**src/hw/rtl/lzeb_pkg.sv**
```systemverilog
// Shared types and constants for the LZ escape bitstream decompressor.
// No dependencies; every other file of the block except lzeb_ram imports this package.
package lzeb_pkg;

    localparam int unsigned CNT_W    = 17;
    localparam int unsigned LEN_W    = 21;
    localparam int unsigned OFF_W    = 17;
    localparam int unsigned HIST_N   = 16;
    localparam int unsigned HIST_W   = 4;

    localparam logic [LEN_W-1:0] END_MARK = 21'h100003;
    localparam logic [LEN_W-1:0] LEN_MAX  = 21'h1FFFFF;
    localparam logic [OFF_W-1:0] OFF_MAX  = 17'h1FFFF;
    localparam logic [CNT_W-1:0] CNT_MAX  = 17'h1FFFF;

    // Status codes.
    localparam logic [2:0] ST_RUN      = 3'd0;
    localparam logic [2:0] ST_OK       = 3'd1;
    localparam logic [2:0] ST_LEN_BAD  = 3'd2;
    localparam logic [2:0] ST_OFF_BAD  = 3'd3;
    localparam logic [2:0] ST_OVERFLOW = 3'd4;

    // Configuration register indexes.
    localparam logic REG_SRC_LEN = 1'b0;
    localparam logic REG_THRESH  = 1'b1;

    typedef enum logic [4:0] {
        PH_HDR_WIDTH, PH_HDR_CHG, PH_HDR_ESC, PH_ITEM, PH_ESCBITS, PH_FLAG,
        PH_NEWESC, PH_LITREST, PH_RAW, PH_LEN2, PH_HIST, PH_GAM_D, PH_GAM_S,
        PH_OFF2, PH_OG_S, PH_OG_D, PH_OFF5, PH_FIN, PH_STORE, PH_START,
        PH_COPY_RD, PH_COPY
    } t_phase;

    typedef enum logic [1:0] {
        RES_GO, RES_STALL, RES_OUT
    } t_outcome;

    typedef enum logic {
        TS_IDLE, TS_RUN
    } t_top_state;

    // Bit reader status seen by the decoder.
    typedef struct packed {
        logic             bit_ok;
        logic             bit_val;
        logic             hold_valid;
        logic [7:0]       hold_byte;
        logic [CNT_W-1:0] consumed;
    } t_rd_stat;

    // Bit reader requests from the decoder.
    typedef struct packed {
        logic take_bit;
        logic take_raw;
    } t_rd_req;

    // Outcome of one decoder step.
    typedef struct packed {
        t_outcome         outcome;
        logic [7:0]       byte_val;
        logic [2:0]       status_next;
        logic [CNT_W-1:0] count_next;
    } t_step;

endpackage

```
**src/hw/rtl/lzeb_bitrd.sv**
```systemverilog
// Bit reader: one-byte input holder, MSB-first shift register, consumed count.
// Depends on lzeb_pkg.
module lzeb_bitrd
    import lzeb_pkg::*;
(
    input  logic       i_clk,
    input  logic       i_rst_n,
    input  logic       i_feed,
    input  logic [7:0] i_feed_byte,
    input  t_rd_req    i_req,
    output t_rd_stat   o_stat
);

    logic             r_hold_valid, n_hold_valid;
    logic [7:0]       r_hold_byte, n_hold_byte;
    logic [7:0]       r_buf, n_buf;
    logic [2:0]       r_left, n_left;
    logic [CNT_W-1:0] r_consumed, n_consumed;
    logic             take_byte;

    // A bit comes from the shift register, or from a fresh byte of the holder.
    assign take_byte = (i_req.take_bit && (r_left == 3'd0)) || i_req.take_raw;

    always_comb begin
        n_hold_valid = r_hold_valid;
        n_hold_byte  = r_hold_byte;
        n_buf        = r_buf;
        n_left       = r_left;
        n_consumed   = r_consumed;
        if (i_req.take_bit) begin
            if (r_left != 3'd0) begin
                n_buf  = {r_buf[6:0], 1'b0};
                n_left = r_left - 3'd1;
            end else begin
                n_buf  = r_hold_byte;
                n_left = 3'd7;
            end
        end
        if (take_byte) begin
            n_hold_valid = 1'b0;
            if (r_consumed != CNT_MAX) begin
                n_consumed = r_consumed + 1'b1;
            end
        end
        if (i_feed) begin
            n_hold_valid = 1'b1;
            n_hold_byte  = i_feed_byte;
        end
    end

    always_ff @(posedge i_clk) begin
        if (!i_rst_n) begin
            r_hold_valid <= 1'b0;
            r_buf        <= '0;
            r_left       <= '0;
            r_consumed   <= '0;
        end else begin
            r_hold_valid <= n_hold_valid;
            r_buf        <= n_buf;
            r_left       <= n_left;
            r_consumed   <= n_consumed;
        end
        r_hold_byte <= n_hold_byte;
    end

    // Status toward the decoder.
    always_comb begin
        o_stat.bit_ok     = (r_left != 3'd0) || r_hold_valid;
        o_stat.bit_val    = (r_left != 3'd0) ? r_buf[6] : r_hold_byte[7];
        o_stat.hold_valid = r_hold_valid;
        o_stat.hold_byte  = r_hold_byte;
        o_stat.consumed   = r_consumed;
    end

endmodule

```
**config.mk**
```make
export PLATFORM = sky130hd
export DESIGN_NAME = lzeb_bitrd
export DESIGN_NICKNAME = d
export VERILOG_FILES = /design/src/hw/rtl/lzeb_pkg.sv /design/src/hw/rtl/lzeb_bitrd.sv
export SDC_FILE = /design/constraint.sdc
export NUM_CORES = 1
export LEC_CHECK = 0
export BUFFER_PORTS_ARGS = -buffer_cell sky130_fd_sc_hd__buf_2
export CAP_MARGIN = 20
export CELL_PAD_IN_SITES_DETAIL_PLACEMENT = 1
export CELL_PAD_IN_SITES_GLOBAL_PLACEMENT = 1
export CORE_ASPECT_RATIO = 1.1
export CORE_UTILIZATION = 35
export CTS_BUF_LIST = sky130_fd_sc_hd__clkbuf_4 sky130_fd_sc_hd__clkbuf_8 sky130_fd_sc_hd__clkbuf_16
export CTS_CLUSTER_DIAMETER = 100
export CTS_CLUSTER_SIZE = 40
export DETAILED_ROUTE_END_ITERATION = 10
export PLACE_DENSITY = 0.83
export SLEW_MARGIN = 20
export SYNTH_ARGS = -nofsm -noshare
export SYNTH_HDL_FRONTEND = slang
export SYNTH_SLANG_ARGS = --single-unit
```
**constraint.sdc**
```tcl
create_clock -name i_clk -period 2.1 [get_ports i_clk]
set_input_delay 0.42 -clock i_clk [delete_from_list [all_inputs] [get_ports i_clk]]
set_output_delay 0.42 -clock i_clk [all_outputs]
set_load 0.05 [all_outputs]
```
==> results.md <==
- Outcome: complete, no violations
- Fin. max-slew vios: 0
- Starting Density: 36.6%
- Cell count along the critical path: 10
- CP startpoint kind: register
- GRT Overall Usage: approximately 16%
- # hold bufs at CTS: 0
- Detail Placement HPWL: 2.60 mm
- Core area: 4290 sq um
- Mapped Cells: 157
- Clock Sinks: 36
- Fmax: 486 MHz
- Dominant cell type by area after synthesis: dfxtp_1
- #FFs+latches synth: 36
- Final WL: 3.98 mm
- Min Tclk post-route: ~2 ns
- Reg-to-Reg Start: r_consumed[0]
- Worst slack at placement: around 0.042 ns
- # DRC: 0
- Worst flop-to-flop path endpoint: r_consumed[7]
- Slew margin rel.: 70.8%
- Worst path slowest cell: dfxtp_4
- Delay-heaviest family, CP: simple AND/OR/NAND/NOR gates
- Clk slew on worst S/H paths: 0.08 ns
- Final setup viols: 0
- Routability cong.: between 0.7 and 0.8
- Crit path capture type: register
- Tightest Hold Check Type: in2reg
- Number of nets in the layout: 221
- Initial DRC count: 65
- Initial antenna violation count: 0
- Pwr dens: ~770 nW/um^2
- Die area: 4750 sq um
- Critical path arrival: 2.27 ns
- Least-Margin Pin Slew: 0.439 ns
- Met2 WL: 2.12 mm
- Share of cells above drive strength 1: 38.5%
- Die width: 65.8 um
- Design Power: 1.57 mW
- Max-Cap Viols: 0
- CTS tree: yes
- Crit path largest cell delay: 0.37 ns
- Crit path required time: 2.31 ns
- Syn. warnings: 0
- R2R depth: 10
- ANT nets after route: 0
- Leading post-synthesis cells by cell area: dfxtp_1 36%, edfxtp_1 15%, mux2i_1 5.1%
- Final period utilization: 97.9%
- IO Port Bufs: 40
- Final worst slack: 0.0431 ns
- Ordered cell list for the critical path: ha_2 -> nand3_2 -> nor2_1 -> nand3_1 -> nor2_1 -> ha_2 -> a211o_4 -> buf_4 -> or3_1 -> a21oi_1
- Num rows: 25
- Max clock buf depth: 2
- Htree depth: 2
- Routed length on met1: 1.64 mm
- Synth top area share: 35.8%
- Vias in the first global route: ~1.4k
- Synthesis-to-finish area growth: 30.2%
- Synth Area per Inst: 9.98 sq um
- Antenna Cells: 0
- Clock latency on the worst-skew pair: 0.29 ns
- TNS Setup: 0 ns
- WL per Instance: 15.4 um
- Grt ovf: 0
- DR WL met3: 175 um
- First-pass GRT wire length: 5.90 mm
- P_leak: 0.806 nW
- Netlist Area Pre-Place: around 1600 sq um
- Highest metal used: met4
- CP Class: reg2reg
- Reg2Reg Setup Slack: 0.04 ns
- Buf/Inv on CP: 1
- CTS Root Cell: clkbuf_8
- Register area share after synthesis: 51.1%
- DIE HEIGHT: 72.2 um
- Routed vias/inst: 5.39
- Max VDD drop: about 0.42 mV
- 1st-pass router iterations: 4
- Ports: 41
- CTS Buf Count: 5
- Via count: 1396
- Worst setup path end: r_consumed[7]
- Syn Nets: about 170
- Final hold vios: 0
- Synth unique cells: 33
- Largest net degree at the start of global routing: 27
- Origin of the worst setup path: r_consumed[0]
- Crit Path Max Fanout: 5
- Final Skew: 0.0143 ns
==> cell usage after synthesis <==
master    number
nand2_1        4
nand4_1        4
nand3b_4       1
mux2i_1        8
o31ai_1        7
a21oi_1       13
buf_2          3
buf_4          1
inv_2          1
and4_1         1
or4_1          8
nand3_1        7
buf_1          1
a211oi_1       9
xnor2_1        4
clkinv_1       1
nand2b_1       2
clkbuf_1       4
inv_1          5
o21ai_0        1
edfxtp_1       8
nor2_1        18
a31oi_1        1
a211o_1        2
nor2b_1        1
ha_1           4
dfxtp_1       28
or3_1          3
mux2_2         1
o211ai_1       1
a311oi_1       1
o21a_1         1
o21ai_1        3
==> worst reg2reg max path: stages (launching register included) <==
cell and delay (ns):
dfxtp_4 0.37, ha_2 0.19, nand3_2 0.09, nor2_1 0.05
nand3_1 0.08, nor2_1 0.05, ha_2 0.21, a211o_4 0.34
buf_4 0.15, or3_1 0.31, a21oi_1 0.14
==> logic make-up (layout without fill, tap and decap cells) <==
kind of cell,after synthesis,in the layout,synth area share [%]
buf+inv,16,63,4.31
xor+xnor,4,4,2.24
mux,9,9,5.83
flops,36,36,51.1
simple gates,49,49,17.2
compound gates,39,40,16.1
fa+ha+maj,4,4,3.20
==> how the worst min path moves through the flow <==
| stage | start | end | slack [ns] | depth (start not counted) |
|---|---|---|---|---|
| after global placement | r_buf[0] | r_buf[0] | 0.46 | 2 |
| after floorplan | r_buf[0] | r_buf[0] | 0.45 | 2 |
| after detailed placement | r_buf[0] | r_buf[0] | 0.47 | 2 |
| after global routing | i_feed_byte[7] | r_hold_byte[7] | 0.31 | 1 |
| final | i_feed_byte[0] | r_hold_byte[0] | 0.31 | 1 |
| after CTS | i_feed_byte[0] | r_hold_byte[0] | 0.31 | 1 |
==> power by group <==
group | total (mW) | switching [mW] | leakage [nW] | internal [mW]
Sequential | 0.770 | 0.0272 | 0.312 | 0.743
Clock | 0.535 | 0.242 | 0.0523 | 0.294
Combinational | 0.266 | 0.178 | 0.441 | 0.0881
==> state kept, by name, indices dropped and copies added, names as in the netlist <==
name and cells:
r_consumed 17, r_hold_byte 8, r_buf 7, r_left 3
r_hold_valid 1
==> layout make-up <==
cell class / count / area [sq um]
Clock buffer: 8 / 97.6
Multi-Input combinational cell: 106 / 763
Inverter: 7 / 26.3
Sequential cell: 36 / 822
Tap cell: 54 / 67.6
Timing Repair Buffer: 48 / 263
Fill cell: 477 / 2250
==> routing by layer <==
layer	up-vias	track usage, %
met5	-	0
met4	0	4.35
met3	5	3.62
met2	40	31.1
met1	676	16.5
li1	675	-
==> cell usage in the layout (no fill, tap or decap), drive strengths merged <==
| cell type | Yosys | layout |
|---|---|---|
| xnor2 | 4 | 4 |
| a31oi | 1 | 1 |
| or3 | 3 | 3 |
| o211ai | 1 | 1 |
| nand3 | 7 | 7 |
| buf | 5 | 47 |
| nor2 | 18 | 18 |
| nand2 | 4 | 4 |
| or4 | 8 | 8 |
| a211oi | 9 | 9 |
| nand4 | 4 | 4 |
| o21ai | 4 | 4 |
| edfxtp | 8 | 8 |
| o31ai | 7 | 7 |
| mux2i | 8 | 8 |
| clkbuf | 4 | 9 |
| inv | 6 | 6 |
| a211o | 2 | 3 |
| a311oi | 1 | 1 |
| dfxtp | 28 | 28 |
| nand3b | 1 | 1 |
| mux2 | 1 | 1 |
| and4 | 1 | 1 |
| a21oi | 13 | 13 |
| nand2b | 2 | 2 |
| o21a | 1 | 1 |
| nor2b | 1 | 1 |
| ha | 4 | 4 |
| clkinv | 1 | 1 |
==> metrics by stage <==
stage | hold slack [ns] | cell area, sq um | utilization [%] | std cells
CTS | 0.305 | 1960 | 45.8 | 256
floorplan | 0.446 | 1600 | - | 157
detailed placement | 0.474 | 1860 | 43.4 | 248
finish | 0.313 | 2040 | 47.6 | 259
global route | 0.307 | 2040 | 47.6 | 259
global placement | 0.459 | 1860 | 43.4 | 248
==> timing repair <==
action                                  CTS  global route
pin swaps                                 0             2
cloned                                    0             1
resized for setup                         2            13
endpoints found under the setup margin    2            11
endpoints found under the hold margin     0             0
buffers inserted                          0             2
Power figures use the tool's default switching activity.
